$ cat src/hw/rtl/dsi_pkg.sv
package dsi_pkg;

  localparam int MAX_SUBSTEP_COUNT = 32;
  localparam int SUBSTEP_RATE_HZ   = 240;

  localparam int DATA_W   = 32;
  localparam int OMEGA_W  = 24;
  localparam int ZETA_W   = 16;
  localparam int FT_W     = 24;
  localparam int H_SHIFT  = 8;
  localparam int H_W      = FT_W + H_SHIFT;
  localparam int STEP_W   = $clog2(MAX_SUBSTEP_COUNT + 1);
  localparam int NEED_W   = FT_W + 13;

  localparam int IN_TDATA_W  = 3 * DATA_W + OMEGA_W + ZETA_W;
  localparam int OUT_TDATA_W = 2 * DATA_W;

  localparam int VAL_W = 56;
  localparam int MUL_W = 32;
  localparam int HI_W  = VAL_W - MUL_W;
  localparam int ACC_W = VAL_W + MUL_W;

  localparam int UPC_W = 5;

  typedef logic [3:0]       act_t;
  typedef logic [1:0]       src_t;
  typedef logic [1:0]       mb_t;
  typedef logic [1:0]       sh_t;
  typedef logic [2:0]       dst_t;
  typedef logic [UPC_W-1:0] upc_t;

  localparam act_t ACT_CHK  = 4'd0;
  localparam act_t ACT_DIFF = 4'd1;
  localparam act_t ACT_SUB  = 4'd2;
  localparam act_t ACT_LOAD = 4'd3;
  localparam act_t ACT_MLO  = 4'd4;
  localparam act_t ACT_MHI  = 4'd5;
  localparam act_t ACT_WB   = 4'd6;
  localparam act_t ACT_LOOP = 4'd7;
  localparam act_t ACT_DONE = 4'd8;

  localparam src_t SRC_W  = 2'd0;
  localparam src_t SRC_T1 = 2'd1;
  localparam src_t SRC_V  = 2'd2;
  localparam src_t SRC_D1 = 2'd3;

  localparam mb_t MB_OMEGA = 2'd0;
  localparam mb_t MB_ZETA  = 2'd1;
  localparam mb_t MB_H     = 2'd2;

  localparam sh_t SH_14 = 2'd0;
  localparam sh_t SH_11 = 2'd1;
  localparam sh_t SH_32 = 2'd2;

  localparam dst_t DST_T1 = 3'd0;
  localparam dst_t DST_T2 = 3'd1;
  localparam dst_t DST_D1 = 3'd2;
  localparam dst_t DST_D2 = 3'd3;
  localparam dst_t DST_V  = 3'd4;
  localparam dst_t DST_X  = 3'd5;

  localparam upc_t UA_TOP  = 5'd1;
  localparam upc_t UA_DONE = 5'd28;

  typedef struct packed {
    logic              zero;
    logic [STEP_W-1:0] steps;
    logic [H_W-1:0]    h;
  } frame_t;

  typedef struct packed {
    act_t act;
    src_t src;
    mb_t  mb;
    sh_t  sh;
    dst_t dst;
    upc_t target;
  } uword_t;

  function automatic uword_t uw(input act_t act, input src_t src, input mb_t mb,
                                input sh_t sh, input dst_t dst, input upc_t target);
    uword_t w;
    w.act    = act;
    w.src    = src;
    w.mb     = mb;
    w.sh     = sh;
    w.dst    = dst;
    w.target = target;
    return w;
  endfunction

  // One substep runs from address 1 to address 27; address 0 skips a zero frame.
  function automatic uword_t ucode(input upc_t addr);
    uword_t w;
    case (addr)
      5'd0:    w = uw(ACT_CHK,  SRC_W,  MB_OMEGA, SH_14, DST_T1, UA_DONE);
      5'd1:    w = uw(ACT_DIFF, SRC_W,  MB_OMEGA, SH_14, DST_T1, UA_TOP);
      5'd2:    w = uw(ACT_LOAD, SRC_W,  MB_OMEGA, SH_14, DST_T1, UA_TOP);
      5'd3:    w = uw(ACT_MLO,  SRC_W,  MB_OMEGA, SH_14, DST_T1, UA_TOP);
      5'd4:    w = uw(ACT_MHI,  SRC_W,  MB_OMEGA, SH_14, DST_T1, UA_TOP);
      5'd5:    w = uw(ACT_WB,   SRC_W,  MB_OMEGA, SH_14, DST_T1, UA_TOP);
      5'd6:    w = uw(ACT_LOAD, SRC_T1, MB_OMEGA, SH_14, DST_T2, UA_TOP);
      5'd7:    w = uw(ACT_MLO,  SRC_T1, MB_OMEGA, SH_14, DST_T2, UA_TOP);
      5'd8:    w = uw(ACT_MHI,  SRC_T1, MB_OMEGA, SH_14, DST_T2, UA_TOP);
      5'd9:    w = uw(ACT_WB,   SRC_T1, MB_OMEGA, SH_14, DST_T2, UA_TOP);
      5'd10:   w = uw(ACT_LOAD, SRC_V,  MB_OMEGA, SH_14, DST_D1, UA_TOP);
      5'd11:   w = uw(ACT_MLO,  SRC_V,  MB_OMEGA, SH_14, DST_D1, UA_TOP);
      5'd12:   w = uw(ACT_MHI,  SRC_V,  MB_OMEGA, SH_14, DST_D1, UA_TOP);
      5'd13:   w = uw(ACT_WB,   SRC_V,  MB_OMEGA, SH_14, DST_D1, UA_TOP);
      5'd14:   w = uw(ACT_LOAD, SRC_D1, MB_ZETA,  SH_11, DST_D2, UA_TOP);
      5'd15:   w = uw(ACT_MLO,  SRC_D1, MB_ZETA,  SH_11, DST_D2, UA_TOP);
      5'd16:   w = uw(ACT_MHI,  SRC_D1, MB_ZETA,  SH_11, DST_D2, UA_TOP);
      5'd17:   w = uw(ACT_WB,   SRC_D1, MB_ZETA,  SH_11, DST_D2, UA_TOP);
      5'd18:   w = uw(ACT_SUB,  SRC_W,  MB_H,     SH_32, DST_V,  UA_TOP);
      5'd19:   w = uw(ACT_LOAD, SRC_W,  MB_H,     SH_32, DST_V,  UA_TOP);
      5'd20:   w = uw(ACT_MLO,  SRC_W,  MB_H,     SH_32, DST_V,  UA_TOP);
      5'd21:   w = uw(ACT_MHI,  SRC_W,  MB_H,     SH_32, DST_V,  UA_TOP);
      5'd22:   w = uw(ACT_WB,   SRC_W,  MB_H,     SH_32, DST_V,  UA_TOP);
      5'd23:   w = uw(ACT_LOAD, SRC_V,  MB_H,     SH_32, DST_X,  UA_TOP);
      5'd24:   w = uw(ACT_MLO,  SRC_V,  MB_H,     SH_32, DST_X,  UA_TOP);
      5'd25:   w = uw(ACT_MHI,  SRC_V,  MB_H,     SH_32, DST_X,  UA_TOP);
      5'd26:   w = uw(ACT_WB,   SRC_V,  MB_H,     SH_32, DST_X,  UA_TOP);
      5'd27:   w = uw(ACT_LOOP, SRC_W,  MB_H,     SH_32, DST_X,  UA_TOP);
      default: w = uw(ACT_DONE, SRC_W,  MB_H,     SH_32, DST_X,  UA_TOP);
    endcase
    return w;
  endfunction

endpackage

$ cat src/hw/rtl/dsi_div.sv
module dsi_div (
  input  logic                      clk,
  input  logic                      rst,
  input  logic                      start,
  input  logic [dsi_pkg::FT_W-1:0]  frame_time,
  output logic                      busy,
  output dsi_pkg::frame_t           frame
);

  localparam int CNT_W = $clog2(dsi_pkg::H_W);
  localparam int RAW_W = dsi_pkg::NEED_W - dsi_pkg::FT_W + 1;

  logic [dsi_pkg::NEED_W-1:0]   need;
  logic [dsi_pkg::NEED_W:0]     need_up;
  logic [RAW_W-1:0]             raw;
  logic [dsi_pkg::STEP_W-1:0]   steps_new;
  logic [dsi_pkg::STEP_W-1:0]   steps;
  logic [dsi_pkg::STEP_W-1:0]   rem;
  logic [dsi_pkg::STEP_W:0]     trial;
  logic [dsi_pkg::STEP_W:0]     trial_sub;
  logic                         fits;
  logic [dsi_pkg::H_W-1:0]      q;
  logic [CNT_W-1:0]             cnt;
  logic                         zero;

  assign need    = dsi_pkg::NEED_W'(frame_time) * dsi_pkg::NEED_W'(dsi_pkg::SUBSTEP_RATE_HZ);
  assign need_up = (dsi_pkg::NEED_W + 1)'(need) +
                   (dsi_pkg::NEED_W + 1)'((1 << dsi_pkg::FT_W) - 1);
  assign raw     = need_up[dsi_pkg::NEED_W:dsi_pkg::FT_W];

  always_comb begin
    priority if (raw == '0) begin
      steps_new = dsi_pkg::STEP_W'(1);
    end else if (raw > RAW_W'(dsi_pkg::MAX_SUBSTEP_COUNT)) begin
      steps_new = dsi_pkg::STEP_W'(dsi_pkg::MAX_SUBSTEP_COUNT);
    end else begin
      steps_new = raw[dsi_pkg::STEP_W-1:0];
    end
  end

  // Restoring division of the scaled frame time by the substep count, one bit a cycle.
  assign trial     = {rem, q[dsi_pkg::H_W-1]};
  assign fits      = trial >= {1'b0, steps};
  assign trial_sub = trial - {1'b0, steps};

  always_ff @(posedge clk) begin
    if (rst) begin
      busy <= 1'b0;
      zero <= 1'b1;
      cnt  <= '0;
    end else if (start) begin
      busy <= 1'b1;
      zero <= (frame_time == '0);
      cnt  <= '0;
    end else if (busy) begin
      cnt <= cnt + CNT_W'(1);
      if (cnt == CNT_W'(dsi_pkg::H_W - 1)) begin
        busy <= 1'b0;
      end
    end
  end

  always_ff @(posedge clk) begin
    if (start) begin
      q     <= dsi_pkg::H_W'(frame_time) << dsi_pkg::H_SHIFT;
      rem   <= '0;
      steps <= steps_new;
    end else if (busy) begin
      q   <= {q[dsi_pkg::H_W-2:0], fits};
      rem <= fits ? trial_sub[dsi_pkg::STEP_W-1:0] : trial[dsi_pkg::STEP_W-1:0];
    end
  end

  assign frame.zero  = zero;
  assign frame.steps = steps;
  assign frame.h     = q;

endmodule

$ cat src/hw/rtl/dsi_core.sv
module dsi_core (
  input  logic                              clk,
  input  logic                              rst,
  input  logic                              start,
  input  logic signed [dsi_pkg::DATA_W-1:0] position,
  input  logic signed [dsi_pkg::DATA_W-1:0] velocity,
  input  logic signed [dsi_pkg::DATA_W-1:0] target,
  input  logic [dsi_pkg::OMEGA_W-1:0]       stiffness_omega,
  input  logic [dsi_pkg::ZETA_W-1:0]        damping_ratio,
  input  logic                              last_in_batch,
  input  dsi_pkg::frame_t                   frame,
  output logic                              busy,
  output logic                              done_valid,
  input  logic                              done_ready,
  output logic signed [dsi_pkg::DATA_W-1:0] new_position,
  output logic signed [dsi_pkg::DATA_W-1:0] new_velocity,
  output logic                              batch_end
);

  localparam int VW = dsi_pkg::VAL_W;
  localparam int DW = dsi_pkg::DATA_W;
  localparam int MW = dsi_pkg::MUL_W;

  function automatic logic signed [DW-1:0] sat(input logic signed [VW:0] s);
    if (&s[VW:DW-1] || ~|s[VW:DW-1]) begin
      return s[DW-1:0];
    end else if (s[VW]) begin
      return {1'b1, {(DW-1){1'b0}}};
    end else begin
      return {1'b0, {(DW-1){1'b1}}};
    end
  endfunction

  dsi_pkg::upc_t   upc;
  dsi_pkg::uword_t uwc;

  logic signed [DW-1:0]              x, v, tgt;
  logic [dsi_pkg::OMEGA_W-1:0]       om;
  logic [dsi_pkg::ZETA_W-1:0]        ze;
  logic                              last;
  logic signed [VW-1:0]              w, t1, t2, d1, d2;
  logic [VW-1:0]                     mag;
  logic                              sgn;
  logic [dsi_pkg::ACC_W-1:0]         acc;
  logic [dsi_pkg::STEP_W-1:0]        k;
  logic [dsi_pkg::STEP_W-1:0]        k_inc;

  logic signed [VW-1:0]              x_ext, v_ext, tgt_ext;
  logic signed [VW-1:0]              diff, acc_diff, src_val;
  logic [VW-1:0]                     src_abs;
  logic [MW-1:0]                     mul_a, mul_b;
  logic [2*MW-1:0]                   prod;
  logic [dsi_pkg::ACC_W-1:0]         acc_sh;
  logic [VW-1:0]                     res_mag;
  logic signed [VW-1:0]              res;
  logic signed [VW:0]                v_sum, x_sum;

  assign uwc = dsi_pkg::ucode(upc);

  assign x_ext   = {{(VW-DW){x[DW-1]}}, x};
  assign v_ext   = {{(VW-DW){v[DW-1]}}, v};
  assign tgt_ext = {{(VW-DW){tgt[DW-1]}}, tgt};
  assign diff     = tgt_ext - x_ext;
  assign acc_diff = t2 - d2;
  assign k_inc    = k + dsi_pkg::STEP_W'(1);

  always_comb begin
    unique case (uwc.src)
      dsi_pkg::SRC_W:  src_val = w;
      dsi_pkg::SRC_T1: src_val = t1;
      dsi_pkg::SRC_V:  src_val = v_ext;
      dsi_pkg::SRC_D1: src_val = d1;
      default:         src_val = w;
    endcase
  end

  assign src_abs = src_val[VW-1] ? (VW'(0) - src_val) : src_val;

  always_comb begin
    unique case (uwc.mb)
      dsi_pkg::MB_OMEGA: mul_b = MW'(om);
      dsi_pkg::MB_ZETA:  mul_b = MW'(ze);
      dsi_pkg::MB_H:     mul_b = MW'(frame.h);
      default:           mul_b = '0;
    endcase
  end

  // The magnitude is multiplied in two halves on one shared multiplier.
  assign mul_a = (uwc.act == dsi_pkg::ACT_MHI) ? MW'(mag[VW-1:MW]) : mag[MW-1:0];
  assign prod  = (2*MW)'(mul_a) * (2*MW)'(mul_b);

  always_comb begin
    unique case (uwc.sh)
      dsi_pkg::SH_14: acc_sh = acc >> 14;
      dsi_pkg::SH_11: acc_sh = acc >> 11;
      dsi_pkg::SH_32: acc_sh = acc >> 32;
      default:        acc_sh = acc;
    endcase
  end

  assign res_mag = acc_sh[VW-1:0];
  assign res     = sgn ? (VW'(0) - res_mag) : res_mag;
  assign v_sum   = {v_ext[VW-1], v_ext} + {res[VW-1], res};
  assign x_sum   = {x_ext[VW-1], x_ext} + {res[VW-1], res};

  always_ff @(posedge clk) begin
    if (rst) begin
      busy <= 1'b0;
      upc  <= '0;
    end else if (start) begin
      busy <= 1'b1;
      upc  <= '0;
    end else if (busy) begin
      unique case (uwc.act)
        dsi_pkg::ACT_CHK: begin
          upc <= frame.zero ? uwc.target : upc + dsi_pkg::UPC_W'(1);
        end
        dsi_pkg::ACT_LOOP: begin
          upc <= (k_inc != frame.steps) ? uwc.target : upc + dsi_pkg::UPC_W'(1);
        end
        dsi_pkg::ACT_DONE: begin
          if (done_ready) begin
            busy <= 1'b0;
            upc  <= '0;
          end
        end
        default: begin
          upc <= upc + dsi_pkg::UPC_W'(1);
        end
      endcase
    end
  end

  always_ff @(posedge clk) begin
    if (start) begin
      x    <= position;
      v    <= velocity;
      tgt  <= target;
      om   <= stiffness_omega;
      ze   <= damping_ratio;
      last <= last_in_batch;
      k    <= '0;
    end else if (busy) begin
      unique case (uwc.act)
        dsi_pkg::ACT_DIFF: w <= diff;
        dsi_pkg::ACT_SUB:  w <= acc_diff;
        dsi_pkg::ACT_LOAD: begin
          sgn <= src_val[VW-1];
          mag <= src_abs;
        end
        dsi_pkg::ACT_MLO:  acc <= dsi_pkg::ACC_W'(prod);
        dsi_pkg::ACT_MHI:  acc <= acc + {prod[VW-1:0], MW'(0)};
        dsi_pkg::ACT_WB: begin
          unique case (uwc.dst)
            dsi_pkg::DST_T1: t1 <= res;
            dsi_pkg::DST_T2: t2 <= res;
            dsi_pkg::DST_D1: d1 <= res;
            dsi_pkg::DST_D2: d2 <= res;
            dsi_pkg::DST_V:  v  <= sat(v_sum);
            dsi_pkg::DST_X:  x  <= sat(x_sum);
            default: begin
            end
          endcase
        end
        dsi_pkg::ACT_LOOP: k <= k_inc;
        default: begin
        end
      endcase
    end
  end

  assign done_valid   = busy && (uwc.act == dsi_pkg::ACT_DONE);
  assign new_position = x;
  assign new_velocity = v;
  assign batch_end    = last;

  a_start_idle: assert property (@(posedge clk) disable iff (rst) start |-> !busy)
    else $error("Spring core started while a spring is still in work.");

  a_upc_range: assert property (@(posedge clk) disable iff (rst)
    busy |-> upc <= dsi_pkg::UA_DONE)
    else $error("Step counter ran past the end of the program.");

  a_loop_bound: assert property (@(posedge clk) disable iff (rst)
    busy && !frame.zero |-> k <= frame.steps)
    else $error("Substep count exceeded the frame's substep total.");

endmodule

$ cat src/hw/rtl/damped_spring_integrator.sv
// Channel | Dir | Handshake                    | Payload
// s_axis  | in  | s_axis_tvalid, s_axis_tready | spring state, stiffness, damping, tlast
// m_axis  | out | m_axis_tvalid, m_axis_tready | new position, new velocity, tlast
// cfg     | in  | cfg_valid, cfg_ready         | frame_time, unsigned Q0.24 seconds
//
// One spring runs the microcode loop once per substep, the substep count being 1 to 32,
// on the one shared 32 by 32 multiplier; a zero frame time skips the loop.
// A frame time write goes ahead of a waiting request and then holds off requests while
// the substep length is divided.
// Reset is synchronous and leaves a zero frame time, so springs pass through unchanged.
// A finished result waits in the output register while the next request is accepted.
module damped_spring_integrator (
  input  logic                                 clk,
  input  logic                                 rst,
  input  logic                                 s_axis_tvalid,
  output logic                                 s_axis_tready,
  // position, velocity, target, stiffness_omega, damping_ratio
  input  logic [dsi_pkg::IN_TDATA_W-1:0]       s_axis_tdata,
  input  logic                                 s_axis_tlast,
  output logic                                 m_axis_tvalid,
  input  logic                                 m_axis_tready,
  // new_position, new_velocity
  output logic [dsi_pkg::OUT_TDATA_W-1:0]      m_axis_tdata,
  output logic                                 m_axis_tlast,
  input  logic                                 cfg_valid,
  output logic                                 cfg_ready,
  input  logic [dsi_pkg::FT_W-1:0]             cfg_data
);

  localparam int DW = dsi_pkg::DATA_W;
  localparam int OM_LO = 3 * DW;
  localparam int ZE_LO = OM_LO + dsi_pkg::OMEGA_W;

  logic                   core_busy;
  logic                   div_busy;
  logic                   start;
  logic                   cfg_write;
  logic                   done_valid;
  logic                   done_ready;
  logic signed [DW-1:0]   new_position;
  logic signed [DW-1:0]   new_velocity;
  logic                   batch_end;
  dsi_pkg::frame_t        frame;

  assign s_axis_tready = !core_busy && !div_busy && !cfg_valid;
  assign cfg_ready     = !core_busy && !div_busy;
  assign start         = s_axis_tvalid && s_axis_tready;
  assign cfg_write     = cfg_valid && cfg_ready;
  assign done_ready    = !m_axis_tvalid || m_axis_tready;

  dsi_div u_div (
    .clk        (clk),
    .rst        (rst),
    .start      (cfg_write),
    .frame_time (cfg_data),
    .busy       (div_busy),
    .frame      (frame)
  );

  dsi_core u_core (
    .clk             (clk),
    .rst             (rst),
    .start           (start),
    .position        (s_axis_tdata[DW-1:0]),
    .velocity        (s_axis_tdata[2*DW-1:DW]),
    .target          (s_axis_tdata[3*DW-1:2*DW]),
    .stiffness_omega (s_axis_tdata[ZE_LO-1:OM_LO]),
    .damping_ratio   (s_axis_tdata[dsi_pkg::IN_TDATA_W-1:ZE_LO]),
    .last_in_batch   (s_axis_tlast),
    .frame           (frame),
    .busy            (core_busy),
    .done_valid      (done_valid),
    .done_ready      (done_ready),
    .new_position    (new_position),
    .new_velocity    (new_velocity),
    .batch_end       (batch_end)
  );

  always_ff @(posedge clk) begin
    if (rst) begin
      m_axis_tvalid <= 1'b0;
    end else if (done_valid && done_ready) begin
      m_axis_tvalid <= 1'b1;
    end else if (m_axis_tready) begin
      m_axis_tvalid <= 1'b0;
    end
  end

  always_ff @(posedge clk) begin
    if (done_valid && done_ready) begin
      m_axis_tdata <= {new_velocity, new_position};
      m_axis_tlast <= batch_end;
    end
  end

  a_one_busy: assert property (@(posedge clk) disable iff (rst) !(core_busy && div_busy))
    else $error("Substep division ran while a spring was in work.");

endmodule
$ cat config.mk
export PLATFORM = sky130hd
export DESIGN_NAME = damped_spring_integrator
export DESIGN_NICKNAME = d
export VERILOG_FILES = /design/src/hw/rtl/dsi_pkg.sv /design/src/hw/rtl/dsi_div.sv /design/src/hw/rtl/dsi_core.sv /design/src/hw/rtl/damped_spring_integrator.sv
export SDC_FILE = /design/constraint.sdc
export NUM_CORES = 2
export LEC_CHECK = 0
export BUFFER_PORTS_ARGS = -buffer_cell sky130_fd_sc_hd__buf_2
export CELL_PAD_IN_SITES_DETAIL_PLACEMENT = 1
export CELL_PAD_IN_SITES_GLOBAL_PLACEMENT = 1
export CORE_MARGIN = 2
export CORE_UTILIZATION = 55
export DETAILED_ROUTE_END_ITERATION = 10
export HOLD_SLACK_MARGIN = 0.03
export PLACE_DENSITY = 0.94
export SETUP_SLACK_MARGIN = 0.15
export SYNTH_ARGS = -nofsm -noshare
export SYNTH_HDL_FRONTEND = slang
export SYNTH_HIERARCHICAL = 1
export SYNTH_SLANG_ARGS = --single-unit
$ cat constraint.sdc
create_clock -name clk -period 29.8 [get_ports clk]
set_clock_uncertainty 0.15 [all_clocks]
set_input_delay 2.98 -clock clk [delete_from_list [all_inputs] [get_ports clk]]
set_output_delay 2.98 -clock clk [all_outputs]
set_load 0.05 [all_outputs]
* Word level (Yosys, flattened, before mapping)
Memory sizes are Yosys's and may differ from the RTL's. A register that Yosys moved wholly into a read port is not among the register bits.
Cells that the tools add are included.
** Cells by class
- $add $sub $neg :: 12
- Multiply operators :: 2
- $lt $le $gt $ge :: 2
- Equal/unequal tests :: 23
- Mux-type cells :: 39
- Bitwise logic cells :: 1
- Reduce and logical (&&, ||, !) cells :: 48
** Operators by type and width (number)
- $mux 32 :: 15
- $pmux 56 s4 :: 1
- $pmux 88 s2 :: 1
- $pmux 56 s3 :: 1
- $add 32x56->57 :: 2
- $pmux 56 s2 :: 1
- $sub 1x56->56 const A :: 2
- $pmux 32 s3 :: 1
- $add 88x88->88 :: 1
- $mul 32x32->64 :: 1
- $mux 56 :: 1
- $sub 56x56->56 :: 1
- $mux 55 :: 1
- $reduce_and 26->1 :: 2
- $reduce_or 26->1 :: 2
- $add 32x24->33 const B :: 1
- $sub 32x32->33 :: 1
- $mul 24x4->28 const B :: 1
- $mux 5 :: 5
- $logic_not 24->1 :: 1
- $eq 4x3->1 const B :: 4
- $reduce_and 4->1 :: 4
- $reduce_bool 2->1 :: 8
- $pmux 5 s3 :: 1
- other kinds (29) :: 68
** Storage, ports and cells
- Flip-flop bits (word level) :: 691
- Bits in read-only memories :: 544
- Output and inout port bits :: 68
- Memories kept :: 1
** Memories
- (name not given) :: depth 32, width 17, rd ports 1, clocked after Yosys merged registers in 1, write ports 0, RTL line dsi_pkg.sv:95 : case (addr)

* Longest topological paths before layout
- Depth after elaboration :: 13
- Gate-level depth with buffers :: 52
- Mapped depth without buffers :: 44

* Cells and area by module
Netlist, hierarchy kept.
** By module, submodules not included
- dsi_core :: instances 1, cells each 7788, area each 73710.7 µm², seq. area each 17356.6 µm²
- dsi_div :: instances 1, cells each 583, area each 5383.9 µm², seq. area each 1321.3 µm²
- damped_spring_integrator :: instances 1, cells each 74, area each 2019.4 µm², seq. area each 1971.9 µm²

* Worst setup path before layout
OpenSTA, ideal clock, no wires.
- Kind :: input to register
- From :: input cfg_valid
- To :: register u_core.w[0] (enable)
- Data arrival time :: 13.532 ns
- Path slack :: 15.349 ns
- Stages :: 6
- Buffers on the path :: 1
- Path through :: nor3_2 > and2_1 > clkbuf_1 > clkinv_1 > nand2_1 > a2111oi_0
** On the way
- Cells in the longest elaborated chain, start to end :: 5
** RTL lines
- start, declared :: RTL line damped_spring_integrator.sv:25 : input logic cfg_valid,
- $logic_not 1->1 :: RTL line damped_spring_integrator.sv:45 : assign s_axis_tready = !core_busy && !div_busy && !cfg_valid;
- $logic_and 1x1->1 :: RTL line damped_spring_integrator.sv:45
- $logic_and 1x1->1 :: RTL line damped_spring_integrator.sv:47 : assign start = s_axis_tvalid && s_axis_tready;
- named net start :: RTL line damped_spring_integrator.sv:36 : logic start;
- $not 1->1 (no line)
- $reduce_and 3->1 (no line)
- end signal, assigned :: RTL line dsi_core.sv:145 : dsi_pkg::ACT_DIFF: w <= diff;
- end signal, assigned :: RTL line dsi_core.sv:146 : dsi_pkg::ACT_SUB: w <= acc_diff;
- end, declared :: RTL line dsi_core.sv:41 : logic signed [VW-1:0] w, t1, t2, d1, d2;
The timed path passes the listed nets, and every way through them passes these cells.
A chain may end at the register's enable or synchronous reset.

* Final worst setup path
- From :: register u_core/uwc[17] (netlist name)
- To :: register u_core/acc[85] in the netlist's numbering, data pin
** On the way
- Cells in the longest elaborated chain, start to end :: 5
** RTL lines
- $eq 4x3->1 :: RTL line dsi_core.sv:89, dsi_core.sv:144
- $mux 32 :: RTL line dsi_core.sv:89 : assign mul_a = (uwc.act == dsi_pkg::ACT_MHI) ? MW'(mag[VW-1:MW]) : mag[MW-1:0];
- $mul 32x32->64 :: RTL line dsi_core.sv:90 : assign prod = (2*MW)'(mul_a) * (2*MW)'(mul_b);
- $add 88x88->88 :: RTL line dsi_core.sv:152 : dsi_pkg::ACT_MHI: acc <= acc + {prod[VW-1:0], MW'(0)};
- $pmux 88 s2 (*) :: RTL line dsi_core.sv:144 : unique case (uwc.act)
- end signal, assigned :: RTL line dsi_core.sv:151 : dsi_pkg::ACT_MLO: acc <= dsi_pkg::ACC_W'(prod);
- end signal, assigned :: RTL line dsi_core.sv:152
- end, declared :: RTL line dsi_core.sv:44 : logic [dsi_pkg::ACC_W-1:0] acc;
Mark *: on every way between the ends. The rest lies on a longest branch, timed or not.

==> flow_metrics.env <==
export IMPL_grt_usage_pct=45.9
export IMPL_fill_cells=16308
export IMPL_grt_max_degree=68
export IMPL_dp_hpwl_mm=259
export IMPL_gr_total_overflow=0
export IMPL_dr_pass1_iters=9
export IMPL_violations="max-capacitance violations, max-slew violations"
export IMPL_fin_util_pct=59.7
export IMPL_numPortBuffers=233
export IMPL_crit_top_cell="fa_1"
export IMPL_ant_nets=0
export IMPL_synth_area_leaders="edfxtp_1, fa_1, ha_1"
export IMPL_grt_pass1_vias=79499
export IMPL_dpl_instance_area_sq_um=84400
export IMPL_drc=0
export IMPL_slew_headroom_pct=-8.69
export IMPL_synth_largest_area_cell="edfxtp_1"
export IMPL_cts_sinks=703
export IMPL_status="finished, violations left"
export IMPL_cp_max_fo=54
export IMPL_cts_made_buffers=82
export IMPL_maxCapViolCount=1
export IMPL_antenna_found_initial=24
export IMPL_timing_rr_start="u_core/uwc[17]"
export IMPL_ys_warn_count=6
export IMPL_grt_pass1_wl_mm=513
export IMPL_drt_iter0_markers=10552
export IMPL_dieArea_sq_um=151000
export IMPL_synth_area_per_cell_sq_um=9.60
export IMPL_ys_types=108
export IMPL_wl_per_cell_um=33.4
export IMPL_reg2reg_depth=40
export IMPL_drive_above_1_share_pct=8.88
export IMPL_h_tree_depth=3
export IMPL_setup_violations=0
export IMPL_synth_seq_cells=703
export IMPL_hold_start="u_core/batch_end"
export IMPL_synth_cells=8445
export IMPL_synth_most_common_cell="inv_1"
export IMPL_holdBufCountCts=0
export IMPL_syn_to_final_growth_pct=7.54
export IMPL_cts_tree="done"
export IMPL_hold_class="register to register"
export IMPL_cts_resized=0
export IMPL_ys_seq_area_share_pct=25.5
export IMPL_final_area_sq_um=87200
export IMPL_path_class="register to register"
export IMPL_r2r_slack_ns=15.95
export IMPL_r2r_end="u_core/acc[85]"
export IMPL_fin_crit_ns=13.85
export IMPL_fin_nets=10225
export IMPL_via_count=73703
export IMPL_die_x_um=388
export IMPL_hold_depth=0
export IMPL_setup_worst_path_start_class="register"
export IMPL_crit_path_end_kind="register"
export IMPL_synth_common_cells="inv_1, nand2_1, fa_1"
export IMPL_clk_path_buf_depth=3
export IMPL_slowest_delay_ns=0.82
export IMPL_dpl_worst_slack_ns=17.01
export IMPL_min_period_over_period_pct=46.5
export IMPL_worstMarginPinSlew_ns=1.58
export IMPL_die_y_um=388
export IMPL_rsz0062_at_grt="no"
export IMPL_synth_ff_type="edfxtp_1"
export IMPL_setup_slack_ns=15.95
export IMPL_fin_tns_setup_ns=0
export IMPL_clock_latency_ns=0.78
export IMPL_synth_async_reset_ratio_pct=0
export IMPL_critPathSlowestCell="nand2_1"
export IMPL_initial_utilization_pct=55.5
export IMPL_timing_fmax_mhz=72.2
export IMPL_cts_clk_slew_worst_paths_ns=0.06
export IMPL_hold_violations=0
export IMPL_synth_edf_count=657
export IMPL_synth_area_sq_um=81100
export IMPL_io_pins=234
export IMPL_maxSlewViolCount=11
export IMPL_netlist_area_leader_share_pct=24.3
export IMPL_post_cts_buffers=0
export IMPL_via_per_inst=6.99
export IMPL_coreArea_sq_um=146000
export IMPL_holdPathEnd="m_axis_tlast"
export IMPL_rows=140
export IMPL_drt_wl_total_mm=352
export IMPL_cp_arrival_ns=14.15
export IMPL_required_ns=30.11
export IMPL_synth_nets=10140
export IMPL_root_buffer="clkbuf_16"
export IMPL_place_gp_congestion=1.04
-- cell usage in the layout, fill, tap and decap left out, types with 33 or more instances in the layout --
cell / instances
and2_1: 84
a2bb2oi_1: 34
ha_1: 582
buf_4: 149
xor2_1: 155
xnor2_1: 251
mux2i_1: 60
o21bai_1: 46
nand2b_1: 61
o31ai_1: 38
nand4_1: 75
a211oi_1: 38
mux4_2: 88
nor2_1: 788
buf_2: 233
nor2b_1: 55
o21a_1: 78
a21o_1: 177
nand2_1: 1031
clkbuf_16: 82
fa_1: 947
and3_1: 41
a31oi_1: 53
or2_2: 38
a21oi_1: 399
o311ai_0: 33
or3_1: 43
dfxtp_1: 42
o211ai_1: 36
inv_1: 1131
nand3_1: 93
nor3_1: 107
o21ai_0: 375
edfxtp_1: 657
-- worst max-delay path: cells and delay by family (launching register included) --
kind,cells,cell delay (ns)
adder cells (fa/ha/maj),10,4.97
buffers and inverters,4,1.01
AND/OR/NAND/NOR,15,4.05
AO/OA/AOI/OAI,9,2.07
flip-flops,1,0.56
XOR/XNOR,2,0.65
-- stage by stage --
stage,hold slack (ns),instances
2_1_floorplan,0.250,8445
3_3_place_gp,0.257,10363
3_5_place_dp,0.285,10363
4_1_cts,0.300,10517
5_1_grt,0.297,10528
6_report,0.297,10538
-- sequential cells by signal, indices dropped and copies added (netlist names), 5 cells and up --
| register | count |
|---|---|
| u_core/mag | 56 |
| u_div/q | 32 |
| u_core/upc | 5 |
| u_core/uwc | 12 |
| u_core/new_position | 32 |
| u_core/t2 | 56 |
| u_core/t1 | 56 |
| u_core/k | 6 |
| u_core/w | 56 |
| u_core/om | 24 |
| u_core/d1 | 56 |
| u_core/acc | 88 |
| m_axis_tdata | 64 |
| u_div/steps | 6 |
| u_div/rem | 6 |
| u_core/tgt | 32 |
| u_div/cnt | 5 |
| u_core/new_velocity | 32 |
| u_core/d2 | 56 |
| u_core/ze | 16 |
-- logic make-up (layout without fill, tap and decap cells) --
family                     count (synthesis)  after routing  share of synthesized area [%]
xor gates and xnor gates                 406            406                           4.38
DFF                                      703            703                           25.5
AOI/OAI and AO/OA                       1528           1528                           12.1
buffers and inverters                   1515           1670                           7.19
muxes                                    202            202                           4.34
adders and majority gates               1529           1529                           32.3
other                                      0             21                              0
and+or+nand+nor                         2562           2562                           14.1
-- how the worst max path moves through the flow --
stage | start | endpoint
after floorplan | cfg_valid | u_core/w[0]
after global placement | u_core/uwc[17] | u_core/acc[87]
after detailed placement | u_core/uwc[17] | u_core/acc[87]
after CTS | u_core/uwc[17] | u_core/acc[84]
after global routing | u_core/uwc[17] | u_core/acc[87]
final | u_core/uwc[17] | u_core/acc[85]
-- area by class of cell --
type	count	area [sq um]	share of cell area, %
Clock inverter	55	608	0.697
Timing Repair Buffer	382	2280	2.62
Multi-Input combinational cell	6227	54800	62.8
Antenna cell	21	52.6	0.0602
Tap cell	1917	2400	2.75
Sequential cell	703	20700	23.7
Clock buffer	99	2180	2.49
Inverter	1134	4260	4.88
-- routing by layer --
layer / share of wire [%] / track usage [%] / vias to the layer above / wire [um]
met5: 0.090 / 1.56 / - / 315
met4: 8.8 / 30.9 / 24 / 30900
met3: 14 / 17.8 / 2295 / 49700
met2: 43 / 69.3 / 6296 / 152000
met1: 34 / 54.1 / 36434 / 118000
li1: - / - / 28654 / -
Power is left out: the tool's default activity adds up to more than one toggle a clock period on the data nets, which glitch-free logic cannot reach.
